[src/rtl/sdly_pkg.sv]
// Shared types, constants and helpers for the stereo delay effect.
`timescale 1ns / 1ps
package sdly_pkg;

  localparam int SAMPLE_BITS = 24;
  localparam int GAIN_W      = 16;
  localparam int BASE_W      = 17;
  localparam int RATIO_W     = 17;
  localparam int CFG_IDX_W   = 3;
  localparam int CFG_DATA_W  = 17;
  localparam int Q_ONE       = 32768;
  localparam int PROD_W      = SAMPLE_BITS + GAIN_W + 1;
  localparam int OUT_DEPTH   = 4;

  typedef logic signed [SAMPLE_BITS-1:0] sample_t;
  typedef logic [GAIN_W-1:0]             gain_t;
  typedef logic signed [PROD_W-1:0]      prod_t;

  localparam gain_t GAIN_ONE   = gain_t'(Q_ONE);
  localparam gain_t WET_RESET  = gain_t'(Q_ONE / 2);

  typedef enum logic [1:0] {
    MODE_NORMAL,
    MODE_TAP,
    MODE_TAP_FB,
    MODE_PONG
  } mode_t;

  typedef enum logic [CFG_IDX_W-1:0] {
    CFG_MODE,
    CFG_BASE,
    CFG_RATIO,
    CFG_FB,
    CFG_WET
  } cfg_idx_t;

  typedef struct packed {
    mode_t mode;
    gain_t fb;
    gain_t wet;
    gain_t dry;
  } sdly_set_t;

  typedef struct packed {
    logic take;
    logic wrapped;
  } sdly_item_t;

  function automatic sample_t sat_sample(input logic signed [31:0] v);
    logic signed [31:0] hi;
    logic signed [31:0] lo;
    hi = (32'sd1 <<< (SAMPLE_BITS - 1)) - 32'sd1;
    lo = -hi - 32'sd1;
    if (v > hi) begin
      return sample_t'(hi);
    end else if (v < lo) begin
      return sample_t'(lo);
    end
    return sample_t'(v);
  endfunction

  function automatic gain_t clamp_gain(input gain_t g);
    return (g > GAIN_ONE) ? GAIN_ONE : g;
  endfunction

endpackage

[src/rtl/sdly_if.sv]


interface sdly_out_if;
  import sdly_pkg::*;
  logic    valid;
  logic    ready;
  sample_t left_out;
  sample_t right_out;
  modport source (output valid, left_out, right_out, input ready);
  modport sink (input valid, left_out, right_out, output ready);
endinterface


[src/rtl/sdly_merge.sv]
// Joins the lane results into output pairs and queues them for the sink.
`timescale 1ns / 1ps
module sdly_merge (
  input  logic              clk,
  input  logic              rst,
  input  logic              take,
  input  logic              push,
  input  sdly_pkg::sample_t left,
  input  sdly_pkg::sample_t right,
  output logic              room,
  sdly_out_if.source        out
);
  import sdly_pkg::*;

  localparam int PW = $clog2(OUT_DEPTH);
  localparam int CW = $clog2(OUT_DEPTH + 1);

  sample_t       q_left  [OUT_DEPTH];
  sample_t       q_right [OUT_DEPTH];
  logic [PW-1:0] wr_ptr;
  logic [PW-1:0] rd_ptr;
  logic [CW-1:0] fill;
  logic [CW-1:0] credit;
  logic          pop;

  assign pop           = out.valid && out.ready;
  assign out.valid     = fill != '0;
  assign out.left_out  = q_left[rd_ptr];
  assign out.right_out = q_right[rd_ptr];
  // credit covers items in flight plus queued ones, so the queue never overflows
  assign room          = credit != CW'(OUT_DEPTH);

  always_ff @(posedge clk) begin
    if (rst) begin
      wr_ptr <= '0;
      rd_ptr <= '0;
      fill   <= '0;
      credit <= '0;
    end else begin
      if (push) begin
        wr_ptr <= wr_ptr + PW'(1);
      end
      if (pop) begin
        rd_ptr <= rd_ptr + PW'(1);
      end
      fill   <= fill + CW'(push) - CW'(pop);
      credit <= credit + CW'(take) - CW'(pop);
    end
  end

  always_ff @(posedge clk) begin
    if (push) begin
      q_left[wr_ptr]  <= left;
      q_right[wr_ptr] <= right;
    end
  end

endmodule

[src/flat_wrapper.sv]
// flat-port wrapper written by rule: the top's interface ports become plain ports
module sdly_merge_flat import sdly_pkg::*;
  (clk, rst, take, push, left, right, room, out_valid, out_left_out, out_right_out, out_ready);
  sdly_out_if out_i ();
  input  logic clk;
  input  logic rst;
  input  logic take;
  input  logic push;
  input  sdly_pkg::sample_t left;
  input  sdly_pkg::sample_t right;
  output logic room;
  output wire logic [$bits(out_i.valid)-1:0] out_valid;
  output wire logic [$bits(out_i.left_out)-1:0] out_left_out;
  output wire logic [$bits(out_i.right_out)-1:0] out_right_out;
  input wire logic [$bits(out_i.ready)-1:0] out_ready;
  assign out_valid = out_i.valid;
  assign out_left_out = out_i.left_out;
  assign out_right_out = out_i.right_out;
  assign out_i.ready = out_ready;
  sdly_merge u_core (.clk(clk), .rst(rst), .take(take), .push(push), .left(left), .right(right), .room(room), .out(out_i));
endmodule
[config.mk]
export PLATFORM = sky130hd
export DESIGN_NAME = sdly_merge_flat
export DESIGN_NICKNAME = d
export VERILOG_FILES = /design/src/rtl/sdly_pkg.sv /design/src/rtl/sdly_if.sv /design/src/rtl/sdly_merge.sv /design/src/flat_wrapper.sv
export SDC_FILE = /design/constraint.sdc
export NUM_CORES = 1
export LEC_CHECK = 0
export BUFFER_PORTS_ARGS = -buffer_cell sky130_fd_sc_hd__buf_4
export CAP_MARGIN = 40
export CORE_MARGIN = 5
export CORE_UTILIZATION = 46
export CTS_BUF_LIST = sky130_fd_sc_hd__clkbuf_8
export DETAILED_ROUTE_END_ITERATION = 6
export PLACE_DENSITY = 0.7
export SLEW_MARGIN = 20
export SYNTH_ARGS = -nofsm -noshare
export SYNTH_HDL_FRONTEND = slang
export SYNTH_SLANG_ARGS = --single-unit
export TNS_END_PERCENT = 1
[constraint.sdc]
create_clock -name clk -period 1.99 [get_ports clk]
set_input_delay 0.398 -clock clk [delete_from_list [all_inputs] [get_ports clk]]
set_output_delay 0.398 -clock clk [all_outputs]
set_load 0.05 [all_outputs]
==> flow_metrics.py <==
metrics = {
    "worst_setup_path": {
        "slowest_delay_ns": 0.56,
        "path_cells": "buf_12 > mux4_2 > buf_6",
        "start_kind": "register",
        "arrival_ns": 1.86,
        "critPathMaxFanout": 10,
        "critPathKind": "register to primary output",
        "end_kind": "primary output",
        "critPathSlowestCell": "mux4_2",
        "cp.required_ns": 1.59,
    },
    "synthesis": {
        "yosys.area.top_type": "edfxtp_1",
        "ys.flop_type": "edfxtp_1",
        "syn_nets": 373,
        "yosysMostFrequentCell": "edfxtp_1",
        "synth_top_area_share_pct": 76.33,
        "netlist_area_um2": 7553,
        "ys_seq_area_share_pct": 79.51,
        "synth_edf_count": 192,
        "synthTopCellsByCount": "edfxtp_1, mux4_2, dfxtp_1, inv_1, ha_1",
        "synth_cell_types": 21,
        "yosys-top-cells-area": "edfxtp_1, mux4_2, dfxtp_1, ha_1, xor3_1",
        "netlist_instances": 310,
        "synthArstFlopShare_pct": 0,
        "synth_seq_cells": 204,
        "yosysWarnings": 0,
        "syn_area_per_cell_um2": 24.37,
    },
    "floorplanning": {
        "start_util_pct": 47.21,
        "io_pins": 103,
        "fp.dieW_um": 138.1,
        "coreArea_um2": 16000,
        "fp-row-count": 46,
        "die_height_um": 138.1,
        "fp.dieArea_um2": 19080,
    },
    "timing": {
        "setup_viol": 48,
        "max_freq_ghz": 0.4436,
        "worst_slew_pin_slew_ns": 0.5073,
        "maxSlewHeadroom_pct": 66.18,
        "timing.final.ws_setup_ns": -0.2642,
        "drv_slew": 0,
        "min_period_over_period_pct": 113.3,
        "rsz0062_at_grt": "yes",
        "hold_viol": 0,
        "period_needed_ns": 2.254,
        "fin_skew_ns": 0.01698,
    },
    "power_and_ir_drop": {
        "vdd_ir_drop_max_mv": 0.6497,
        "power_density_nw_per_um2": 1264,
        "p_int_mw": 8.339,
        "clkPwrFrac_pct": 26.9,
        "combPwrFrac_pct": 31.1,
        "p_leak_nw": 3.348,
        "finalPower_mw": 12.12,
        "p_seq_share_pct": 42.0,
        "sw_frac_of_total_pct": 31.19,
        "power.switching_mw": 3.779,
    },
    "route": {
        "drc": 0,
        "drt_iter0_markers": 235,
        "firstDrtPassIters": 4,
        "totalWireLength_mm": 13.85,
        "wl_met3_um": 833,
        "wl_met2_mm": 7.081,
        "num_vias": 3583,
        "vias_per_cell": 5.163,
        "wl_met1_mm": 5.756,
        "wire_per_inst_um": 19.96,
        "top_layer": "met4",
        "ant_nets": 0,
    },
    "grt": {
        "grt_use_total_pct": 14.73,
        "grt_start_max_net_pins": 36,
        "gr-total-overflow": 0,
        "grt_pass1_vias": 3963,
        "grt_pass1_wl_mm": 22.01,
        "antenna_found_initial": 0,
    },
    "placement": {
        "dpl.hpwl_mm": 8.330,
        "routabilityCongestion": 0.7561,
        "port_buffers": 102,
        "place_area_um2": 8737,
    },
    "run_status": {
        "run_status": "finished with violations",
        "violations": "setup timing",
    },
    "cts": {
        "clk_pin_slew_ns": 0.05,
        "root_buffer": "clkbuf_8",
        "clockBufferDepth": 3,
        "cts_sinks": 204,
        "cts_tree": "yes",
        "clkLatencyLatePin_ns": 0.49,
        "htree_levels": 2,
        "cts_buffers": 35,
        "holdBufCountCts": 0,
    },
    "finish": {
        "final_util_pct": 59.92,
        "post-route-cell-area_um2": 9588,
        "drive_above_1_share_pct": 46.23,
        "num_antenna_cells": 0,
        "nNetsFinal": 519,
        "syn_to_final_growth_pct": 26.93,
    },
    "worst_hold_path": {
        "hp-class": "input port to register",
    },
    "job": {
        "cap_violations": 0,
    },
}
layout by cell type (no fill, tap or decap), types with 2 or more instances in the layout:
master	count
and2_2	4
clkinv_2	4
buf_12	9
fa_1	2
buf_6	47
mux4_2	48
edfxtp_1	192
ha_1	8
clkinv_1	7
inv_1	19
xor3_1	2
dfxtp_1	9
buf_8	2
nor2_1	6
nor2b_1	6
mux2_2	3
clkbuf_8	37
buf_4	61
dfxtp_2	2
path summary, 6_finish.rpt:
kind                            cells after the start              from             endpoint  slack, ns
worst max-delay path                                3          register     out_right_out[1]      -0.26
worst min-delay path                                1           left[6]  u_core.q_left[0][6]        0.1
worst max register to register                      8    u_core.fill[1]     u_core.credit[2]       0.02
worst min register to register                      2  u_core.wr_ptr[1]     u_core.wr_ptr[1]       0.56
layer usage:
metal / track usage (%) / vias up
met1: 18.74 / 1879
met3: 4.483 / 13
met2: 24.33 / 108
met5: 0 / -
li1: - / 1583
met4: 5.044 / 0
power by group through the flow:
stage	clock network, mW	logic, mW	registers (mW)
2_1_floorplan	0	2.47	5.13
3_3_place_gp	0	3.43	5.14
3_5_place_dp	0	3.48	5.16
4_1_cts	3.37	3.88	5.08
5_1_grt	3.59	4.00	5.11
6_report	3.26	3.77	5.09
critical path, delay by kind of cell (launching register included):
kind,cells,cell delay [ns]
buffers and inverters,2,0.36
muxes,1,0.56
DFF,1,0.44
flip-flops by register name (all words and copies together), names as in the netlist, named ones only:
signal          flops
u_core.credit       3
u_core.fill         3
u_core.q_left      96
u_core.q_right     96
u_core.rd_ptr       2
u_core.wr_ptr       2
cell type report:
| class | instances | area [um^2] |
|---|---|---|
| timing repair buffer | 120 | 1222 |
| multi-input combinational | 85 | 1440 |
| sequential | 204 | 6012 |
| clock inverter | 22 | 96.34 |
| tap | 216 | 270.3 |
| clock buffer | 37 | 509.2 |
| fill | 1206 | 6412 |
| inverter | 10 | 37.54 |
stage by stage:
stage	setup TNS, ns	std cells	setup WS, ns	hold slack (ns)
floorplan	-14.06	310	-0.1093	0.4969
global placement	0	632	0.003163	0.5314
detailed placement	-0.05055	632	-0.05055	0.5544
CTS	-13.25	695	-0.3210	0.06254
global route	-14.44	694	-0.3432	0.06360
finish	-10.51	694	-0.2642	0.09691
what timing repair did:
| item | 4_1_cts | 5_1_grt |
|---|---|---|
| buffers inserted | 2 | 0 |
| pin swaps | 1 | 0 |
| cloned | 2 | 1 |
| resized for setup | 51 | 3 |
| setup endpoints to repair | 49 | 50 |
logic make-up after synthesis:
family / after synthesis / share of synthesized area [%]
AND/OR/NAND/NOR: 18 / 1.275
adder cells (fa/ha/maj): 10 / 1.855
AO/OA/AOI/OAI: 2 / 0.2319
multiplexers: 52 / 14.89
flip-flops: 204 / 79.51
XOR/XNOR: 3 / 0.7455
buffers and inverters: 21 / 1.491
(Power assumes the default switching activity.)
