$ cat src/rtl/sdly_pkg.sv
// Shared types, constants and helpers for the stereo delay effect.
`timescale 1ns / 1ps
package sdly_pkg;

  localparam int SAMPLE_BITS = 24;
  localparam int GAIN_W      = 16;
  localparam int BASE_W      = 17;
  localparam int RATIO_W     = 17;
  localparam int CFG_IDX_W   = 3;
  localparam int CFG_DATA_W  = 17;
  localparam int Q_ONE       = 32768;
  localparam int PROD_W      = SAMPLE_BITS + GAIN_W + 1;
  localparam int OUT_DEPTH   = 4;

  typedef logic signed [SAMPLE_BITS-1:0] sample_t;
  typedef logic [GAIN_W-1:0]             gain_t;
  typedef logic signed [PROD_W-1:0]      prod_t;

  localparam gain_t GAIN_ONE   = gain_t'(Q_ONE);
  localparam gain_t WET_RESET  = gain_t'(Q_ONE / 2);

  typedef enum logic [1:0] {
    MODE_NORMAL,
    MODE_TAP,
    MODE_TAP_FB,
    MODE_PONG
  } mode_t;

  typedef enum logic [CFG_IDX_W-1:0] {
    CFG_MODE,
    CFG_BASE,
    CFG_RATIO,
    CFG_FB,
    CFG_WET
  } cfg_idx_t;

  typedef struct packed {
    mode_t mode;
    gain_t fb;
    gain_t wet;
    gain_t dry;
  } sdly_set_t;

  typedef struct packed {
    logic take;
    logic wrapped;
  } sdly_item_t;

  function automatic sample_t sat_sample(input logic signed [31:0] v);
    logic signed [31:0] hi;
    logic signed [31:0] lo;
    hi = (32'sd1 <<< (SAMPLE_BITS - 1)) - 32'sd1;
    lo = -hi - 32'sd1;
    if (v > hi) begin
      return sample_t'(hi);
    end else if (v < lo) begin
      return sample_t'(lo);
    end
    return sample_t'(v);
  endfunction

  function automatic gain_t clamp_gain(input gain_t g);
    return (g > GAIN_ONE) ? GAIN_ONE : g;
  endfunction

endpackage

$ cat src/rtl/sdly_if.sv


interface sdly_cfg_if;
  import sdly_pkg::*;
  logic                  valid;
  logic                  ready;
  logic [CFG_IDX_W-1:0]  index;
  logic [CFG_DATA_W-1:0] data;
  modport source (output valid, index, data, input ready);
  modport sink (input valid, index, data, output ready);
endinterface

$ cat src/rtl/sdly_cfg.sv
// Register file and delay length calculation.
`timescale 1ns / 1ps
module sdly_cfg #(
  parameter int LINE_DEPTH = 131072
) (
  input  logic                          clk,
  input  logic                          rst,
  sdly_cfg_if.sink                      cfg,
  output sdly_pkg::sdly_set_t           set,
  output logic [$clog2(LINE_DEPTH)-1:0] dmain_l,
  output logic [$clog2(LINE_DEPTH)-1:0] dmain_r,
  output logic [$clog2(LINE_DEPTH)-1:0] dtap_l,
  output logic [$clog2(LINE_DEPTH)-1:0] dtap_r
);
  import sdly_pkg::*;

  localparam int AW = $clog2(LINE_DEPTH);
  localparam int PW = GAIN_W + BASE_W;
  localparam logic [31:0] DMAX = 32'(LINE_DEPTH - 1);
  localparam logic signed [RATIO_W-1:0] R_ONE  = RATIO_W'(Q_ONE);
  localparam logic signed [RATIO_W-1:0] R_MONE = -R_ONE;

  mode_t                      mode;
  logic [BASE_W-1:0]          base;
  logic signed [RATIO_W-1:0]  ratio;
  gain_t                      fb_raw;
  gain_t                      wet_raw;

  logic signed [RATIO_W-1:0]  r_cl;
  logic signed [RATIO_W-1:0]  r_abs;
  gain_t                      mag;
  gain_t                      comp;
  gain_t                      frac_l;
  gain_t                      frac_r;
  logic [PW-1:0]              prod_l;
  logic [PW-1:0]              prod_r;
  logic [AW-1:0]              base_d;
  logic [AW-1:0]              sc_l;
  logic [AW-1:0]              sc_r;
  logic                       taps;
  logic                       neg;
  logic                       pos;

  function automatic logic [AW-1:0] clamp_d(input logic [31:0] d);
    if (d == 32'd0) begin
      return AW'(1);
    end else if (d > DMAX) begin
      return AW'(DMAX);
    end
    return AW'(d);
  endfunction

  assign cfg.ready = 1'b1;

  always_ff @(posedge clk) begin
    if (rst) begin
      mode    <= MODE_NORMAL;
      base    <= BASE_W'(1);
      ratio   <= '0;
      fb_raw  <= '0;
      wet_raw <= WET_RESET;
    end else if (cfg.valid && cfg.ready) begin
      case (cfg_idx_t'(cfg.index))
        CFG_MODE:  mode    <= mode_t'(cfg.data[1:0]);
        CFG_BASE:  base    <= cfg.data[BASE_W-1:0];
        CFG_RATIO: ratio   <= signed'(cfg.data[RATIO_W-1:0]);
        CFG_FB:    fb_raw  <= cfg.data[GAIN_W-1:0];
        CFG_WET:   wet_raw <= cfg.data[GAIN_W-1:0];
        default: ;
      endcase
    end
  end

  always_comb begin
    taps  = (mode == MODE_TAP) || (mode == MODE_TAP_FB);
    r_cl  = (ratio < R_MONE) ? R_MONE : ((ratio > R_ONE) ? R_ONE : ratio);
    neg   = r_cl < 0;
    pos   = r_cl > 0;
    r_abs = neg ? -r_cl : r_cl;
    mag   = r_abs[GAIN_W-1:0];
    comp  = GAIN_ONE - mag;
    if (taps) begin
      frac_l = neg ? mag : (pos ? comp : '0);
      frac_r = neg ? comp : (pos ? mag : '0);
    end else begin
      frac_l = neg ? mag : GAIN_ONE;
      frac_r = pos ? mag : GAIN_ONE;
    end
    prod_l = PW'(frac_l) * PW'(base);
    prod_r = PW'(frac_r) * PW'(base);
    sc_l   = clamp_d(32'(prod_l[PW-1:15]));
    sc_r   = clamp_d(32'(prod_r[PW-1:15]));
    base_d = clamp_d(32'(base));
  end

  always_ff @(posedge clk) begin
    if (rst) begin
      set     <= '{mode: MODE_NORMAL, fb: '0, wet: WET_RESET, dry: WET_RESET};
      dmain_l <= AW'(1);
      dmain_r <= AW'(1);
      dtap_l  <= AW'(1);
      dtap_r  <= AW'(1);
    end else begin
      set.mode <= mode;
      set.fb   <= clamp_gain(fb_raw);
      set.wet  <= clamp_gain(wet_raw);
      set.dry  <= GAIN_ONE - clamp_gain(wet_raw);
      dmain_l  <= taps ? base_d : sc_l;
      dmain_r  <= taps ? base_d : sc_r;
      dtap_l   <= sc_l;
      dtap_r   <= sc_r;
    end
  end

endmodule

$ cat src/flat_wrapper.sv
// flat-port wrapper written by rule: the top's interface ports become plain ports
module sdly_cfg_flat import sdly_pkg::*;
#(
  parameter int LINE_DEPTH = 131072
)
  (clk, rst, set, dmain_l, dmain_r, dtap_l, dtap_r, cfg_valid, cfg_index, cfg_data, cfg_ready);
  sdly_cfg_if cfg_i ();
  input  logic clk;
  input  logic rst;
  output sdly_pkg::sdly_set_t set;
  output logic [$clog2(LINE_DEPTH)-1:0] dmain_l;
  output logic [$clog2(LINE_DEPTH)-1:0] dmain_r;
  output logic [$clog2(LINE_DEPTH)-1:0] dtap_l;
  output logic [$clog2(LINE_DEPTH)-1:0] dtap_r;
  input wire logic [$bits(cfg_i.valid)-1:0] cfg_valid;
  input wire logic [$bits(cfg_i.index)-1:0] cfg_index;
  input wire logic [$bits(cfg_i.data)-1:0] cfg_data;
  output wire logic [$bits(cfg_i.ready)-1:0] cfg_ready;
  assign cfg_i.valid = cfg_valid;
  assign cfg_i.index = cfg_index;
  assign cfg_i.data = cfg_data;
  assign cfg_ready = cfg_i.ready;
  sdly_cfg #(.LINE_DEPTH(LINE_DEPTH)) u_core (.clk(clk), .rst(rst), .cfg(cfg_i), .set(set), .dmain_l(dmain_l), .dmain_r(dmain_r), .dtap_l(dtap_l), .dtap_r(dtap_r));
endmodule
$ cat config.mk
export PLATFORM = sky130hd
export DESIGN_NAME = sdly_cfg_flat
export DESIGN_NICKNAME = d
export VERILOG_FILES = /design/src/rtl/sdly_pkg.sv /design/src/rtl/sdly_if.sv /design/src/rtl/sdly_cfg.sv /design/src/flat_wrapper.sv
export SDC_FILE = /design/constraint.sdc
export NUM_CORES = 2
export LEC_CHECK = 0
export BUFFER_PORTS_ARGS = -buffer_cell sky130_fd_sc_hd__buf_2
export CORE_MARGIN = 3
export CORE_UTILIZATION = 60
export DETAILED_ROUTE_END_ITERATION = 7
export PLACE_DENSITY_LB_ADDON = 0.05
export SYNTH_ARGS = -nofsm -noshare
export SYNTH_HDL_FRONTEND = slang
export SYNTH_SLANG_ARGS = --single-unit
$ cat constraint.sdc
create_clock -name clk -period 22 [get_ports clk]
set_clock_uncertainty 0.15 [all_clocks]
set_input_delay 3.3 -clock clk [delete_from_list [all_inputs] [get_ports clk]]
set_output_delay 3.3 -clock clk [all_outputs]
set_load 0.005 [all_outputs]
==> summary.md <==
| Metric | Value |
|---|---|
| Router iterations before antenna repair | 7 |
| Avg WL per Cell | 22.2 um |
| Syn nets | 4103 |
| FF-to-FF setup slack | 9.57 ns |
| IO Pins | 142 |
| Period Utilization, post-route | 56.5% |
| Psw | 0.275 mW |
| Fmax | 80.4 MHz |
| Min-delay worst type | flip-flop to flip-flop |
| Final setup viols | 0 |
| Starting Density | 61.3% |
| Slew @ Worst Pin | 1.46 ns |
| Hold-fix buffers, CTS | 0 |
| Die Y | 222 um |
| Layout cell share with drive strength beyond 1 | 8.16% |
| Syn Inst Count | 3459 |
| Mapped cell area | 28100 um2 |
| CTS tree | built |
| Core area | 45900 um2 |
| Outcome | finished with violations |
| Synth Flop Type | dfxtp_1 |
| Post-DP HPWL | 68300 um |
| DRT iter0 DRCs | 2370 |
| Horiz. Die Dim | 222 um |
| Clock Latency Late Sink | 0.44 ns |
| Minimum clock period | 12.43 ns |
| Root Driver | clkbuf_16 |
| Min-Delay Path Depth | 2 |
| Antenna violations before repair | 3 |
| Largest net degree at the start of global routing | 73 |
| Top delay family on crit path | compound AO/OA/AOI/OAI gates |
| CP Max Fanout | 18 |
| Port Buf Inserts | 140 |
| Buf/Inv on CP | 3 |
| Reg2Reg Depth | 34 |
| CP Capture Type | flip-flop |
| Synth warnings | 0 |
| Worst path slowest cell | a21boi_0 |
| Sequential cell area fraction in the yosys report | 13.2% |
| Worst r2r dst | u_core.dtap_r[0] |
| GRT met1 Usage | 50.7% |
| CTS clk-pin slew, worst paths | 0.07 ns |
| Startpoint class of the critical path | flip-flop |
| Internal power | 0.558 mW |
| PwrDens | 28.2 nW/um2 |
| RePlAce Congestion | 0.983 |
| Met2 GRT Util | 57.7% |
| Postcts setup bufs | 0 |
| H-Tree Depth | 4 |
| Max VDD drop | 0.0669 mV |
| GRT Util Overall | 36.4% |
| Routed vias/inst | 6.26 |
| Violated checks | max-capacitance violations |
| Antenna Nets Post-Route | 0 |
| Cts bufs inserted | 17 |
| CTS Sinks | 185 |
| Final Hold Viols | 0 |
| Final wirelength | 89600 um |
| Synth Area per Inst | 8.13 um2 |
| RSZ-0062 raised after global routing | false |
| Site Rows | 78 |
| Cell mode on critical path | fa_1 |
| Overflow left after global routing | 0 |
| GRT busiest layer | met2 |
| End of the worst hold path | u_core.base[6] |
| EDFF count, synth | 0 |
| Post-route DRC violation count | 0 |
| Share of synthesized flip-flops with an asynchronous set or reset | 0% |
| Number of global-route vias before repair | 25.9k |
| Post-CTS sizing | 0 |
| GRT met3 Usage | 5.92% |
| Synth unique cells | 94 |
| Total negative slack | 0 ns |
| Final-report max-slew violation count | 0 |
| Core Util, Final | 64.4% |
| Layout Nets | 4064 |
| Clock buffer depth | 2 |
| Critical Path RT | 22.23 ns |
| Switching share of power | 33.0% |
| Slew headroom | 1.68% |
| Power share of the sequential group | 42.0% |
| Synthesized flop and latch total | 185 |
| Total number of vias | 25.3k |
| Antenna diode count | 0 |
| Layout area overhead | 5.13% |
| Leak pwr | 14.5 nW |
| First-pass GRT wire length | 144000 um |
| Max_cap viols | 1 |
| Hold path startpoint | u_core.base[6] |
| Die area | 49500 um2 |
| Worst path max stage delay | 0.84 ns |
| Reg-to-Reg Start | u_core.ratio[4] |
| Clock power share | 37.3% |
| Share of power burned in combinational logic | 20.7% |
| Crit path DAT | 12.66 ns |
| Setup CP Type | flip-flop to flip-flop |
==> worst max path at each step <==
| stage | start | endpoint | slack, ns | depth (start not counted) |
|---|---|---|---|---|
| floorplan | u_core.ratio[5] | u_core.dmain_l[13] | 11.61 | 41 |
| global placement | u_core.ratio[4] | u_core.dtap_l[0] | 9.99 | 32 |
| detailed placement | u_core.ratio[4] | u_core.dmain_r[0] | 9.92 | 34 |
| CTS | u_core.ratio[4] | u_core.dtap_l[0] | 9.86 | 32 |
| global route | u_core.ratio[4] | u_core.dmain_l[0] | 8.72 | 36 |
| finish | u_core.ratio[4] | u_core.dtap_r[0] | 9.57 | 34 |
==> cell usage in the layout, fill, tap and decap left out, types with 29 or more instances in the layout <==
cell type  netlist  layout
and3_1          46      46
o21ai_0         98      98
nand3_1        165     165
buf_2           12     139
o211ai_1        29      29
fa_1           414     414
xnor2_1         40      39
a31oi_1         53      53
nor2_1          90      88
and2_1         184     184
o21a_1          30      30
mux2i_1         33      33
nand4_1         36      36
nor3_1          37      37
inv_1          488     488
buf_4            9      52
nand2_1        540     540
a21oi_1        198     198
ha_1           207     207
dfxtp_1        185     184
==> sequential cells by signal, indices dropped and copies added (netlist names), 17 cells and up <==
register,flops
u_core.dmain_r,17
u_core.dtap_l,17
u_core.dtap_r,17
u_core.set,49
u_core.ratio,17
u_core.base,17
u_core.dmain_l,17
==> cell type report <==
type,instances,area [um2]
clock inverters,14,170
multi-input cells,2537,21600
clock buffers,18,429
repair buffers,191,1090
well taps,600,751
flip-flops and latches,185,3700
inverters,488,1830
fillers,3891,16300
==> power by group through the flow <==
stage          clock network [mW]  registers (mW)  logic [mW]
3_3_place_gp                    0           0.357       0.164
5_1_grt                     0.325           0.350       0.184
3_5_place_dp                    0           0.357       0.166
6_report                    0.310           0.350       0.172
4_1_cts                     0.313           0.350       0.167
2_1_floorplan                   0           0.355       0.112
==> cell usage after synthesis, types with 33 or more instances <==
library cell  number  share of area [%]
a21oi_1          198                3.5
a31oi_1           53                1.2
and2_1           184                4.1
and3_1            46                1.0
clkbuf_1         217                2.9
dfxtp_1          185                 13
fa_1             414                 29
ha_1             207                9.2
inv_1            488                6.5
mux2i_1           33                1.2
nand2_1          540                7.2
nand3_1          165                2.9
nand4_1           36               0.80
nor2_1            90                1.2
nor3_1            37               0.66
o21ai_0           98                1.7
xnor2_1           40                1.2
==> per-stage QoR <==
| step | power (mW) | hold WS (ns) | area [um2] | instances | setup WS (ns) |
|---|---|---|---|---|---|
| global route | 0.860 | 0.321 | 29600 | 4033 | 8.72 |
| detailed placement | 0.523 | 0.297 | 29000 | 4001 | 9.92 |
| CTS | 0.829 | 0.307 | 29600 | 4033 | 9.86 |
| finish | 0.832 | 0.310 | 29600 | 4033 | 9.57 |
| floorplan | 0.467 | 0.294 | 28100 | 3459 | 11.61 |
| global placement | 0.521 | 0.296 | 29000 | 4001 | 9.99 |
==> routing by layer <==
metal	share of wire [%]	routed length, um
met5	0.022	20
met4	4.0	3560
met3	9.4	8390
met2	46	41000
met1	41	36600
==> kinds of logic after synthesis <==
logic type                 count (synthesis)  synth area share (%)
other                                      1                0.0133
and+or+nand+nor                         1207                  20.6
muxes                                     35                  1.25
AOI/OAI and AO/OA                        611                  14.1
xor gates and xnor gates                  62                  1.98
buffers and inverters                    737                  10.2
DFF                                      185                  13.2
adders and majority gates                621                  38.7
==> worst min-delay path, cell delays in order, from the launching register on <==
cell,delay (ns)
dfxtp_1,0.31
nand2_1,0.05
a21oi_1,0.05
Power figures use the tool's default switching activity.
